**src/rtl/scfp_pkg.sv**
```systemverilog
package scfp_pkg;

  // Frame delimiters and opcodes
  localparam logic [7:0] SOF_BYTE     = 8'h7B;
  localparam logic [7:0] EOF_BYTE     = 8'h7D;
  localparam logic [7:0] OP_MOTION    = 8'h00;
  localparam logic [7:0] OP_CHARGE    = 8'h01;
  localparam logic [7:0] OP_DOCK      = 8'h02;
  localparam logic [7:0] OP_VEL_LIMIT = 8'h03;
  localparam logic [7:0] OP_LIGHT     = 8'h04;
  localparam logic [7:0] OP_ADDR      = 8'hFF;
  localparam logic [7:0] LIGHT_ON_ARG = 8'h01;
  localparam logic [7:0] CNT_MAX      = 8'hFF;

  // Result kinds
  localparam logic [2:0] KIND_MOTION = 3'd0;
  localparam logic [2:0] KIND_CHARGE = 3'd1;
  localparam logic [2:0] KIND_LIGHT  = 3'd2;
  localparam logic [2:0] KIND_OTHER  = 3'd3;
  localparam logic [2:0] KIND_ADDR   = 3'd4;

  // Configuration registers
  typedef logic [0:0] cfg_idx_t;
  localparam cfg_idx_t CFG_IDLE_LIMIT      = 1'b0;
  localparam cfg_idx_t CFG_CONFIRM_REPEATS = 1'b1;
  localparam logic [7:0] IDLE_LIMIT_RST    = 8'd10;
  localparam logic [7:0] CONFIRM_RST       = 8'd50;

  // Checked frame handed from the assembler to the decoder
  typedef struct packed {
    logic [7:0]  op;
    logic [7:0]  arg;
    logic [47:0] body;   // bytes 3..8, byte 3 in bits 47..40
  } frame_t;

  typedef struct packed {
    logic [2:0]         frame_kind;
    logic signed [15:0] vel_x;
    logic signed [15:0] vel_y;
    logic signed [15:0] vel_z;
    logic               send_velocity;
    logic               charge_mode;
    logic [7:0]         security_level;
    logic               light_enable;
    logic [23:0]        light_rgb;
    logic [31:0]        confirmed_addr;
    logic               addr_valid;
  } result_t;

endpackage

```
**src/rtl/scfp_if.sv**
```systemverilog
interface scfp_in_if;
  logic       valid;
  logic       ready;
  logic [7:0] rx_byte;

  modport source (output valid, output rx_byte, input ready);
  modport sink   (input valid, input rx_byte, output ready);
endinterface

interface scfp_out_if;
  logic               valid;
  logic               ready;
  logic [2:0]         frame_kind;
  logic signed [15:0] vel_x;
  logic signed [15:0] vel_y;
  logic signed [15:0] vel_z;
  logic               send_velocity;
  logic               charge_mode;
  logic [7:0]         security_level;
  logic               light_enable;
  logic [23:0]        light_rgb;
  logic [31:0]        confirmed_addr;
  logic               addr_valid;

  modport source (output valid, output frame_kind, output vel_x, output vel_y,
                  output vel_z, output send_velocity, output charge_mode,
                  output security_level, output light_enable, output light_rgb,
                  output confirmed_addr, output addr_valid, input ready);
  modport sink   (input valid, input frame_kind, input vel_x, input vel_y,
                  input vel_z, input send_velocity, input charge_mode,
                  input security_level, input light_enable, input light_rgb,
                  input confirmed_addr, input addr_valid, output ready);
endinterface

```
**src/rtl/serial_command_frame_parser_unit.sv**
```systemverilog
// Serial command frame parser: takes one received byte per cycle on in_ch while
// in_ch.ready is high and gives one request on out_ch for every FRAME_LEN-byte
// frame that opens with 0x7B, closes with 0x7D and carries a correct XOR check
// byte; all other bytes and rejected frames give nothing. The result of a good
// frame passes through the frame register of the assembler and then the result
// register of the decoder. in_ch.ready drops only while both of those registers
// are full and out_ch is stalled. Settings (charge, security, light, idle run,
// address confirmation) reflect the frame just reported. cfg_idx 0 writes
// idle_limit (reset 10), cfg_idx 1 writes confirm_repeats (reset 50); write them
// only while the block is idle.
module serial_command_frame_parser_unit #(
  parameter int FRAME_LEN = 11
) (
  input  logic                clk,
  input  logic                rst_n,
  scfp_in_if.sink             in_ch,
  scfp_out_if.source          out_ch,
  input  logic                cfg_we,
  input  scfp_pkg::cfg_idx_t  cfg_idx,
  input  logic [7:0]          cfg_wdata
);
  import scfp_pkg::*;

  logic [7:0] idle_lim_r;
  logic [7:0] confirm_r;
  logic       frm_vld;
  frame_t     frm;
  logic       take;
  logic       byte_vld;

  // Configuration registers
  always_ff @(posedge clk) begin
    if (!rst_n) begin
      idle_lim_r <= IDLE_LIMIT_RST;
      confirm_r  <= CONFIRM_RST;
    end else if (cfg_we) begin
      case (cfg_idx)
        CFG_IDLE_LIMIT:      idle_lim_r <= cfg_wdata;
        CFG_CONFIRM_REPEATS: confirm_r  <= cfg_wdata;
        default:             idle_lim_r <= idle_lim_r;
      endcase
    end
  end

  assign in_ch.ready  = ~frm_vld | take;
  assign byte_vld     = in_ch.valid & in_ch.ready;

  scfp_assembler #(
    .FRAME_LEN (FRAME_LEN)
  ) u_asm (
    .clk      (clk),
    .rst_n    (rst_n),
    .byte_vld (byte_vld),
    .byte_in  (in_ch.rx_byte),
    .take     (take),
    .frm_vld  (frm_vld),
    .frm      (frm)
  );

  scfp_decoder u_dec (
    .clk             (clk),
    .rst_n           (rst_n),
    .frm_vld         (frm_vld),
    .frm             (frm),
    .idle_limit      (idle_lim_r),
    .confirm_repeats (confirm_r),
    .take            (take),
    .out_ch          (out_ch)
  );

endmodule

```
**src/rtl/scfp_assembler.sv**
```systemverilog
module scfp_assembler #(
  parameter int FRAME_LEN = 11
) (
  input  logic             clk,
  input  logic             rst_n,
  input  logic             byte_vld,
  input  logic [7:0]       byte_in,
  input  logic             take,
  output logic             frm_vld,
  output scfp_pkg::frame_t frm
);
  import scfp_pkg::*;

  localparam int IDX_W = $clog2(FRAME_LEN);
  localparam logic [IDX_W-1:0] IDX_LAST  = IDX_W'(FRAME_LEN - 1);
  localparam logic [IDX_W-1:0] IDX_CHECK = IDX_W'(FRAME_LEN - 2);

  logic [IDX_W-1:0] idx_r, idx_nxt;
  logic [7:0]       bcc_r, bcc_nxt;
  logic [7:0]       store_r [FRAME_LEN];
  logic             frm_vld_r, frm_vld_nxt;
  frame_t           frm_r, frm_nxt;
  logic [7:0]       bcc_base;
  logic             frame_ok;

  // Track position, running check byte and completion of a good frame
  always_comb begin
    bcc_base    = (idx_r == '0) ? 8'h00 : bcc_r;
    bcc_nxt     = bcc_r;
    idx_nxt     = idx_r;
    frm_vld_nxt = frm_vld_r & ~take;
    frm_nxt     = frm_r;
    frame_ok    = (byte_in == EOF_BYTE) && (store_r[IDX_CHECK] == bcc_r);
    if (byte_vld) begin
      bcc_nxt = (idx_r < IDX_CHECK) ? (bcc_base ^ byte_in) : bcc_base;
      if (idx_r == '0 && byte_in != SOF_BYTE) begin
        idx_nxt = '0;
      end else if (idx_r != IDX_LAST) begin
        idx_nxt = idx_r + 1'b1;
      end else begin
        idx_nxt = '0;
        if (frame_ok) begin
          frm_vld_nxt  = 1'b1;
          frm_nxt.op   = store_r[1];
          frm_nxt.arg  = store_r[2];
          frm_nxt.body = {store_r[3], store_r[4], store_r[5],
                          store_r[6], store_r[7], store_r[8]};
        end
      end
    end
  end

  // Hold control state
  always_ff @(posedge clk) begin
    if (!rst_n) begin
      idx_r     <= '0;
      bcc_r     <= 8'h00;
      frm_vld_r <= 1'b0;
    end else begin
      idx_r     <= idx_nxt;
      bcc_r     <= bcc_nxt;
      frm_vld_r <= frm_vld_nxt;
    end
  end

  // Store bytes and the captured frame
  always_ff @(posedge clk) begin
    if (byte_vld) begin
      store_r[idx_r] <= byte_in;
    end
    frm_r <= frm_nxt;
  end

  assign frm_vld = frm_vld_r;
  assign frm     = frm_r;

endmodule

```
**src/rtl/scfp_decoder.sv**
```systemverilog
module scfp_decoder (
  input  logic             clk,
  input  logic             rst_n,
  input  logic             frm_vld,
  input  scfp_pkg::frame_t frm,
  input  logic [7:0]       idle_limit,
  input  logic [7:0]       confirm_repeats,
  output logic             take,
  scfp_out_if.source       out_ch
);
  import scfp_pkg::*;

  logic        charge_r, charge_nxt;
  logic [7:0]  security_r, security_nxt;
  logic        light_on_r, light_on_nxt;
  logic [23:0] colour_r, colour_nxt;
  logic [7:0]  idle_run_r, idle_run_nxt;
  logic [31:0] last_addr_r, last_addr_nxt;
  logic [7:0]  repeat_r, repeat_nxt;
  logic [31:0] addr_conf_r, addr_conf_nxt;
  logic        addr_ok_r, addr_ok_nxt;
  logic        out_vld_r, out_vld_nxt;
  result_t     res_r, res_nxt;

  logic [31:0]        addr;
  logic [7:0]         rc_inc;
  logic [7:0]         idle_inc;
  logic               vel_ok;
  logic signed [15:0] vx, vy, vz;
  logic [2:0]         kind;
  logic               send;

  assign take = frm_vld & (~out_vld_r | out_ch.ready);

  // Decode a checked frame, update settings and form the result
  always_comb begin
    addr     = frm.body[47:16];
    rc_inc   = (repeat_r == CNT_MAX) ? repeat_r : repeat_r + 8'd1;
    vel_ok   = frm.op < OP_VEL_LIMIT;
    vx       = vel_ok ? frm.body[47:32] : 16'sd0;
    vy       = vel_ok ? frm.body[31:16] : 16'sd0;
    vz       = vel_ok ? frm.body[15:0]  : 16'sd0;
    idle_inc = (vx == 16'sd0 && vy == 16'sd0 && vz == 16'sd0) ?
               ((idle_run_r == CNT_MAX) ? idle_run_r : idle_run_r + 8'd1) : 8'd0;
    send     = 1'b1;
    kind     = KIND_OTHER;

    charge_nxt    = charge_r;
    security_nxt  = security_r;
    light_on_nxt  = light_on_r;
    colour_nxt    = colour_r;
    idle_run_nxt  = idle_run_r;
    last_addr_nxt = last_addr_r;
    repeat_nxt    = repeat_r;
    addr_conf_nxt = addr_conf_r;
    addr_ok_nxt   = addr_ok_r;

    if (frm.op == OP_ADDR) begin
      kind = KIND_ADDR;
      send = 1'b0;
      if (addr == last_addr_r) begin
        repeat_nxt = rc_inc;
        if (rc_inc >= confirm_repeats) begin
          addr_conf_nxt = addr;
          addr_ok_nxt   = 1'b1;
        end
      end else begin
        repeat_nxt    = 8'd1;
        last_addr_nxt = addr;
      end
    end else begin
      if (frm.op == OP_MOTION) begin
        kind         = KIND_MOTION;
        charge_nxt   = 1'b0;
        security_nxt = frm.arg;
      end else if (frm.op == OP_CHARGE || frm.op == OP_DOCK) begin
        kind       = KIND_CHARGE;
        charge_nxt = 1'b1;
      end else if (frm.op == OP_LIGHT) begin
        kind = KIND_LIGHT;
        if (frm.arg == LIGHT_ON_ARG) begin
          light_on_nxt = 1'b1;
          colour_nxt   = frm.body[47:24];
        end else begin
          light_on_nxt = 1'b0;
        end
      end
      // Suppress the send after too many idle frames in a row
      if (idle_inc > idle_limit) begin
        send         = 1'b0;
        idle_run_nxt = idle_limit;
      end else begin
        idle_run_nxt = idle_inc;
      end
    end

    res_nxt.frame_kind     = kind;
    res_nxt.vel_x          = (frm.op == OP_ADDR) ? 16'sd0 : vx;
    res_nxt.vel_y          = (frm.op == OP_ADDR) ? 16'sd0 : vy;
    res_nxt.vel_z          = (frm.op == OP_ADDR) ? 16'sd0 : vz;
    res_nxt.send_velocity  = send;
    res_nxt.charge_mode    = charge_nxt;
    res_nxt.security_level = security_nxt;
    res_nxt.light_enable   = light_on_nxt;
    res_nxt.light_rgb      = colour_nxt;
    res_nxt.confirmed_addr = addr_conf_nxt;
    res_nxt.addr_valid     = addr_ok_nxt;

    out_vld_nxt = take | (out_vld_r & ~out_ch.ready);
  end

  // Advance settings and the result register on a taken frame
  always_ff @(posedge clk) begin
    if (!rst_n) begin
      charge_r    <= 1'b0;
      security_r  <= 8'h00;
      light_on_r  <= 1'b0;
      colour_r    <= 24'h0;
      idle_run_r  <= 8'h00;
      last_addr_r <= 32'h0;
      repeat_r    <= 8'h00;
      addr_conf_r <= 32'h0;
      addr_ok_r   <= 1'b0;
      out_vld_r   <= 1'b0;
    end else begin
      out_vld_r <= out_vld_nxt;
      if (take) begin
        charge_r    <= charge_nxt;
        security_r  <= security_nxt;
        light_on_r  <= light_on_nxt;
        colour_r    <= colour_nxt;
        idle_run_r  <= idle_run_nxt;
        last_addr_r <= last_addr_nxt;
        repeat_r    <= repeat_nxt;
        addr_conf_r <= addr_conf_nxt;
        addr_ok_r   <= addr_ok_nxt;
      end
    end
  end

  always_ff @(posedge clk) begin
    if (take) begin
      res_r <= res_nxt;
    end
  end

  assign out_ch.valid          = out_vld_r;
  assign out_ch.frame_kind     = res_r.frame_kind;
  assign out_ch.vel_x          = res_r.vel_x;
  assign out_ch.vel_y          = res_r.vel_y;
  assign out_ch.vel_z          = res_r.vel_z;
  assign out_ch.send_velocity  = res_r.send_velocity;
  assign out_ch.charge_mode    = res_r.charge_mode;
  assign out_ch.security_level = res_r.security_level;
  assign out_ch.light_enable   = res_r.light_enable;
  assign out_ch.light_rgb      = res_r.light_rgb;
  assign out_ch.confirmed_addr = res_r.confirmed_addr;
  assign out_ch.addr_valid     = res_r.addr_valid;

endmodule

```
**src/flat_wrapper.sv**
```systemverilog
// flat-port wrapper written by rule: the top's interface ports become plain ports
module serial_command_frame_parser_unit_flat import scfp_pkg::*;
#(
  parameter int FRAME_LEN = 11
)
  (clk, rst_n, cfg_we, cfg_idx, cfg_wdata, in_ch_valid, in_ch_rx_byte, in_ch_ready, out_ch_valid, out_ch_frame_kind, out_ch_vel_x, out_ch_vel_y, out_ch_vel_z, out_ch_send_velocity, out_ch_charge_mode, out_ch_security_level, out_ch_light_enable, out_ch_light_rgb, out_ch_confirmed_addr, out_ch_addr_valid, out_ch_ready);
  scfp_in_if in_ch_i ();
  scfp_out_if out_ch_i ();
  input  logic clk;
  input  logic rst_n;
  input  logic cfg_we;
  input  scfp_pkg::cfg_idx_t cfg_idx;
  input  logic [7:0] cfg_wdata;
  input wire logic [$bits(in_ch_i.valid)-1:0] in_ch_valid;
  input wire logic [$bits(in_ch_i.rx_byte)-1:0] in_ch_rx_byte;
  output wire logic [$bits(in_ch_i.ready)-1:0] in_ch_ready;
  output wire logic [$bits(out_ch_i.valid)-1:0] out_ch_valid;
  output wire logic [$bits(out_ch_i.frame_kind)-1:0] out_ch_frame_kind;
  output wire logic [$bits(out_ch_i.vel_x)-1:0] out_ch_vel_x;
  output wire logic [$bits(out_ch_i.vel_y)-1:0] out_ch_vel_y;
  output wire logic [$bits(out_ch_i.vel_z)-1:0] out_ch_vel_z;
  output wire logic [$bits(out_ch_i.send_velocity)-1:0] out_ch_send_velocity;
  output wire logic [$bits(out_ch_i.charge_mode)-1:0] out_ch_charge_mode;
  output wire logic [$bits(out_ch_i.security_level)-1:0] out_ch_security_level;
  output wire logic [$bits(out_ch_i.light_enable)-1:0] out_ch_light_enable;
  output wire logic [$bits(out_ch_i.light_rgb)-1:0] out_ch_light_rgb;
  output wire logic [$bits(out_ch_i.confirmed_addr)-1:0] out_ch_confirmed_addr;
  output wire logic [$bits(out_ch_i.addr_valid)-1:0] out_ch_addr_valid;
  input wire logic [$bits(out_ch_i.ready)-1:0] out_ch_ready;
  assign in_ch_i.valid = in_ch_valid;
  assign in_ch_i.rx_byte = in_ch_rx_byte;
  assign in_ch_ready = in_ch_i.ready;
  assign out_ch_valid = out_ch_i.valid;
  assign out_ch_frame_kind = out_ch_i.frame_kind;
  assign out_ch_vel_x = out_ch_i.vel_x;
  assign out_ch_vel_y = out_ch_i.vel_y;
  assign out_ch_vel_z = out_ch_i.vel_z;
  assign out_ch_send_velocity = out_ch_i.send_velocity;
  assign out_ch_charge_mode = out_ch_i.charge_mode;
  assign out_ch_security_level = out_ch_i.security_level;
  assign out_ch_light_enable = out_ch_i.light_enable;
  assign out_ch_light_rgb = out_ch_i.light_rgb;
  assign out_ch_confirmed_addr = out_ch_i.confirmed_addr;
  assign out_ch_addr_valid = out_ch_i.addr_valid;
  assign out_ch_i.ready = out_ch_ready;
  serial_command_frame_parser_unit #(.FRAME_LEN(FRAME_LEN)) u_core (.clk(clk), .rst_n(rst_n), .in_ch(in_ch_i), .out_ch(out_ch_i), .cfg_we(cfg_we), .cfg_idx(cfg_idx), .cfg_wdata(cfg_wdata));
endmodule
```
**config.mk**
```make
export PLATFORM = sky130hd
export DESIGN_NAME = serial_command_frame_parser_unit_flat
export DESIGN_NICKNAME = d
export VERILOG_FILES = /design/src/rtl/scfp_pkg.sv /design/src/rtl/scfp_if.sv /design/src/rtl/serial_command_frame_parser_unit.sv /design/src/rtl/scfp_assembler.sv /design/src/rtl/scfp_decoder.sv /design/src/flat_wrapper.sv
export SDC_FILE = /design/constraint.sdc
export NUM_CORES = 1
export LEC_CHECK = 0
export BUFFER_PORTS_ARGS = -buffer_cell sky130_fd_sc_hd__clkbuf_2
export CORE_MARGIN = 3
export CORE_UTILIZATION = 45
export CTS_CLUSTER_SIZE = 10
export DETAILED_ROUTE_END_ITERATION = 10
export GPL_ROUTABILITY_DRIVEN = 0
export PLACE_DENSITY = 0.7
export SETUP_SLACK_MARGIN = 0.1
export SYNTH_ARGS = -nofsm -noshare
export SYNTH_HDL_FRONTEND = slang
export SYNTH_SLANG_ARGS = --single-unit
```
**constraint.sdc**
```tcl
create_clock -name clk -period 10.4 [get_ports clk]
set_clock_uncertainty 0.15 [all_clocks]
set_input_delay 3.12 -clock clk [delete_from_list [all_inputs] [get_ports clk]]
set_output_delay 3.12 -clock clk [all_outputs]
set_load 0.02 [all_outputs]
```
==> impl_metrics.toml, run 1 <==
[power_and_ir_drop]
seqPwrFrac_pct = 53.4
internal_power_uw = 2520
cellPowerDensity_nw_per_um2 = 174
p_leak_uw = 0.00684
ir_drop_mv = 0.152
p_comb_share_pct = 1.5
power.share.clock_pct = 45.1
switching_share_pct = 20.0
p_sw_uw = 629

[setup_path]
r2r_end = "u_core.u_dec.idle_run_r[6]$_SDFFE_PN0P_"
reg2reg_slack_ps = 6090
worstPathMaxFanout = 5
worst_setup_path_start_kind = "primary input"
cp_data_arrival_time_ps = 3640
worst_setup_path_end_kind = "output pin"
r2r_cells = 12
reg2reg_from = "u_core.u_asm.frm[40]$_DFFE_PP_"
crit_start = "out_ch_ready"
required_ps = 7130
worstSetupPathType = "in2out"

[final_layout]
register_area_um2 = 10600
antenna_cells = 0
drive_gt1_share_pct = 19.7
filler_cell_count = 2873
multi_input_area_um2 = 4790
area_growth_syn_to_layout_pct = 15.0
fin_nets = 1409

[min_path]
hold_start = "u_core.u_asm.store_r[6][0]$_DFFE_PP_"
min_path_type = "reg2reg"
hold_end = "u_core.u_asm.frm[16]$_DFFE_PP_"
holdPathStages = 0

[drt]
vias_per_cell = 5.22
wl_per_cell_um = 17.9
drt_wl_total_mm = 33.1
remaining_drc_errors = 0
vias = 9675
drtIter0Drc = 590
drtPass1Iterations = 4
drtAntennaViolNets = 0

[global_route]
grt_pass1_wl_mm = 52.3
grt_util_all_layers_pct = 17.4
grt_max_degree = 83
grt_pass1_vias = 9476
overflow = 0
antenna_found_initial = 0

[yosys]
synth_top_area_share_pct = 48.5
synth_common_cells = "edfxtp_1 (255), dfxtp_1 (145), nand2_1 (133)"
ys_ff_latch = 400
synth_edf_count = 255
synthTopCellsByArea = "edfxtp_1 (49%), dfxtp_1 (18%), mux2_2 (3.9%)"
yosysMostFrequentCell = "edfxtp_1"
ys_async_sr_fraction_pct = 0
synth_fp_nets = 1289
seq_area_frac_synth_pct = 66.9
synth.avg_cell_area_um2 = 12.6
ys.flop_type = "edfxtp_1"
ys_warn_count = 0
synth_cell_types = 57
synth_top_cell_by_area = "edfxtp_1"
synth_area_um2 = 15800
syn_inst = 1249

[sta]
hold_viol = 0
setup_tns_ps = 0
rsz0062_at_grt = "no"
min_period_ps = 6910
clock.fmax_ghz = 0.145
setup_viol = 0
hold_ws_ps = 262
maxSlewViolCount = 0
worst_pin_slew_ps = 1220
slew_headroom_pct = 18.4
fin_crit_sh_pct = 66.4

[clocking]
hold_buffers = 0
cts_sinks = 400
ctsHtreeMaxLevel = 2
cts.root.buffer_cell = "clkbuf_16"
cts_tree = "yes"
clk_pin_slew_ps = 50
post_cts_resized = 0
clock_latency_ps = 540
cts_setup_buffers = 0
ctsLongestPathBuffers = 3
cts_buffers = 46

[placed_design]
dp_hpwl_mm = 21.0
port-buffer-count = 142

[floorplan]
fp-row-count = 67
dieWidth_um = 193
initial_core_util_pct = 46.3
io_pins = 143
core_um2 = 34000
die_y_um = 193
die_area_um2 = 37300

[flow_run]
maxCapViolCount = 0

[outcome]
run_status = "finished, final reports clean"
[worst max-delay path: stages]
cell and delay [ps]:
clkbuf_2 80, nand3b_1 230, clkbuf_2 210
[how the worst max path moves through the flow]
stage | endpoint | cells after the start | slack [ps]
floorplan | u_core.u_asm.frm[0]$_DFFE_PP_ | 4 | 2510
global placement | in_ch_ready | 3 | 3510
detailed placement | in_ch_ready | 3 | 3490
CTS | in_ch_ready | 3 | 3490
global route | in_ch_ready | 3 | 3470
finish | in_ch_ready | 3 | 3490
[power by group through the flow]
| stage | Sequential (uW) | Combinational [uW] | Clock, uW |
|---|---|---|---|
| final | 1680 | 48.8 | 1420 |
| after global routing | 1680 | 55.1 | 1530 |
| after CTS | 1680 | 49.3 | 1450 |
| after detailed placement | 1720 | 48.9 | 0 |
| after global placement | 1720 | 47.7 | 0 |
| after floorplan | 1720 | 29.7 | 0 |
[layout by cell type, fill, tap and decap left out, drive strengths merged, types with 14 or more instances in the layout]
master	instances
mux2	64
edfxtp	255
ha	18
xnor2	17
o21ai	76
nand2	133
nand2b	14
nor4	30
dfxtp	145
inv	27
xor2	36
nor2	60
and2	49
buf	15
nand4	19
mux2i	25
a21oi	37
clkbuf	220
nand3	82
[cells by family after synthesis]
kind of cell	synth area share (%)
muxes	6.16
and+or+nand+nor	13.5
DFF	66.9
adders and majority gates	1.43
buffers and inverters	2.90
AOI/OAI and AO/OA	6.12
xor gates and xnor gates	2.94
[state kept, by name, indices dropped and copies added, names as in the netlist, 16 cells and up]
register / flops
u_core.u_dec.out_ch.vel_x: 16
u_core.u_asm.frm: 64
u_core.u_dec.addr_conf_r: 32
u_core.u_asm.store_r: 72
u_core.u_dec.colour_r: 24
u_core.u_dec.out_ch.light_rgb: 24
u_core.u_dec.out_ch.confirmed_addr: 32
u_core.u_dec.out_ch.vel_y: 16
u_core.u_dec.last_addr_r: 32
u_core.u_dec.out_ch.vel_z: 16
[per-layer routing]
layer	up-vias	wire length (um)	global-route usage [%]	share of wire, %
met5	-	0	0	0
met4	0	941	5.81	2.8
met3	62	1730	3.13	5.2
met2	238	15600	28.6	47
met1	4631	14800	23.4	45
li1	4744	-	-	-
[final cells by class]
class | count | share of cell area (%)
Clock buffer | 79 | 7.03
Clock inverter | 4 | 0.235
Timing Repair Buffer | 156 | 4.51
Multi-Input combinational cell | 741 | 26.4
Inverter | 24 | 0.511
Sequential cell | 400 | 58.2
Tap cell | 448 | 3.09
[per-stage QoR]
step                cells  instance area [um^2]  setup slack, ps  utilization [%]  power [uW]
CTS                  1852                 18100             3490             53.3        3180
global route         1852                 18100             3470             53.3        3260
finish               1852                 18100             3490             53.3        3150
global placement     1769                 16800             3510             49.4        1760
floorplan            1249                 15800             2510                -        1740
detailed placement   1769                 16800             3490             49.4        1760
No activity file was read; power rests on OpenSTA's default activity.
==> run 2, diff against run 1 <==
PLACE_DENSITY = 0.67   (was 0.7)
clock period = 7 ns   (was 10.4 ns; I/O delays follow)
==> impl_metrics.toml, run 2 (synthesis gave the netlist of run 1 again) <==
[global_route]
antenna_found_initial = 0
overflow = 0
grt_max_degree = 77
grt_pass1_wl_mm = 52.2
grt_pass1_vias = 9251
grt_util_all_layers_pct = 17.2

[clocking]
post_cts_resized = 0
ctsHtreeMaxLevel = 2
cts_sinks = 400
cts_setup_buffers = 0
cts_tree = "yes"
cts.root.buffer_cell = "clkbuf_16"
hold_buffers = 0
clock_latency_ps = 540
cts_buffers = 46
ctsLongestPathBuffers = 3
clk_pin_slew_ps = 50

[final_layout]
final_core_util_pct = 53.4
fin_nets = 1409
mostFrequentLayoutCell = "edfxtp_1"
antenna_cells = 0
area_growth_syn_to_layout_pct = 15.2
largest-register = "u_core.u_asm.store_r"
largest_register_ffs = 72
stdcell_area_um2 = 18200
layout_common_cells = "edfxtp_1 (255), dfxtp_1 (145), clkbuf_2 (141)"
drive_gt1_share_pct = 19.9

[power_and_ir_drop]
p_comb_share_pct = 1.5
p_leak_uw = 0.00682
p_sw_uw = 937
cellPowerDensity_nw_per_um2 = 260
power.share.clock_pct = 45.5
switching_share_pct = 19.9
internal_power_uw = 3780
seqPwrFrac_pct = 53.0
ir_drop_mv = 0.202

[floorplan]
core_um2 = 34000
die_area_um2 = 37300
fp-row-count = 67
io_pins = 143
initial_core_util_pct = 46.3
dieWidth_um = 193
die_y_um = 193

[setup_path]
reg2reg_from = "u_core.u_asm.frm[41]$_DFFE_PP_"
worstPathMaxFanout = 5
reg2reg_slack_ps = 2650
r2r_end = "u_core.u_dec.idle_run_r[1]$_SDFFE_PN0P_"
r2r_cells = 12
worstSetupPathType = "in2out"
worst_setup_path_end_kind = "output pin"
endpoint = "in_ch_ready"
crit_start = "out_ch_ready"
worst_setup_path_start_kind = "primary input"
cp_data_arrival_time_ps = 2610
required_ps = 4750

[drt]
drtPass1Iterations = 5
remaining_drc_errors = 0
drtAntennaViolNets = 0
drtIter0Drc = 667
vias_per_cell = 5.25
drt_wl_total_mm = 32.6
wl_per_cell_um = 17.6
vias = 9726

[sta]
maxSlewViolCount = 0
worst_pin_slew_ps = 1210
min_period_ps = 4860
clock.fmax_ghz = 0.206
slew_headroom_pct = 19.0
hold_viol = 0
setup_viol = 0
rsz0062_at_grt = "no"
setup_tns_ps = 0
fin_crit_sh_pct = 69.4

[placed_design]
dp_hpwl_mm = 20.8
port-buffer-count = 142
place_area_um2 = 16800

[outcome]
run_status = "finished, final reports clean"

[min_path]
min_path_type = "reg2reg"

[flow_run]
maxCapViolCount = 0
==> run 2: cell types whose count changed in the layout (fill, tap and decap cells not counted) <==
| cell | previous run | this run |
|---|---|---|
| inv_6 | 3 | 0 |
| nand2_2 | 0 | 1 |
| inv_16 | 0 | 1 |
| clkbuf_8 | 0 | 3 |
| nand2_1 | 133 | 132 |
==> run 2: how the worst min path moves through the flow <==
stage	from	end	slack, ps	cells past startpoint
floorplan	u_core.u_asm.store_r[8][0]$_DFFE_PP_	u_core.u_asm.frm[0]$_DFFE_PP_	250	0
CTS	u_core.u_asm.store_r[5][1]$_DFFE_PP_	u_core.u_asm.frm[25]$_DFFE_PP_	260	0
finish	u_core.u_asm.store_r[5][1]$_DFFE_PP_	u_core.u_asm.frm[25]$_DFFE_PP_	260	0
global route	u_core.u_asm.store_r[8][1]$_DFFE_PP_	u_core.u_asm.frm[1]$_DFFE_PP_	270	0
global placement	u_core.u_asm.store_r[3][3]$_DFFE_PP_	u_core.u_asm.frm[43]$_DFFE_PP_	250	0
detailed placement	u_core.u_asm.store_r[8][0]$_DFFE_PP_	u_core.u_asm.frm[0]$_DFFE_PP_	250	0
==> run 2: layer usage <==
metal	up-vias	wire, um	track usage (%)
met3	66	1760	3.25
li1	4743	-	-
met2	266	15000	27.1
met4	0	962	5.55
met5	-	0	0
met1	4651	14800	24.3
==> run 2: layout make-up <==
cell class | instances | area, um^2
clock buffers | 82 | 1320
clock inverters | 2 | 36.3
fillers | 2878 | 15900
inverters | 24 | 92.6
multi-input cells | 741 | 4790
flip-flops and latches | 400 | 10600
well taps | 448 | 561
repair buffers | 156 | 818
==> run 2: worst max-delay path: stages <==
cell and delay, ps:
clkbuf_2 80, nand3b_1 220, clkbuf_2 200
==> run 2: power groups by stage <==
stage	sequential [uW]	combinational (uW)	clock [uW]
2_1_floorplan	2550	44.1	0
3_3_place_gp	2550	70.5	0
3_5_place_dp	2550	72.8	0
4_1_cts	2500	73.0	2200
5_1_grt	2500	81.1	2300
6_report	2500	72.3	2150
==> run 2: metrics by stage <==
stage                     hold slack [ps]  total power [uW]  instances  setup slack (ps)
final                                 263              4720       1853              2140
after global routing                  270              4890       1853              2090
after CTS                             258              4770       1853              2150
after detailed placement              255              2620       1769              2150
after global placement                251              2620       1769              2160
after floorplan                       250              2590       1249               135
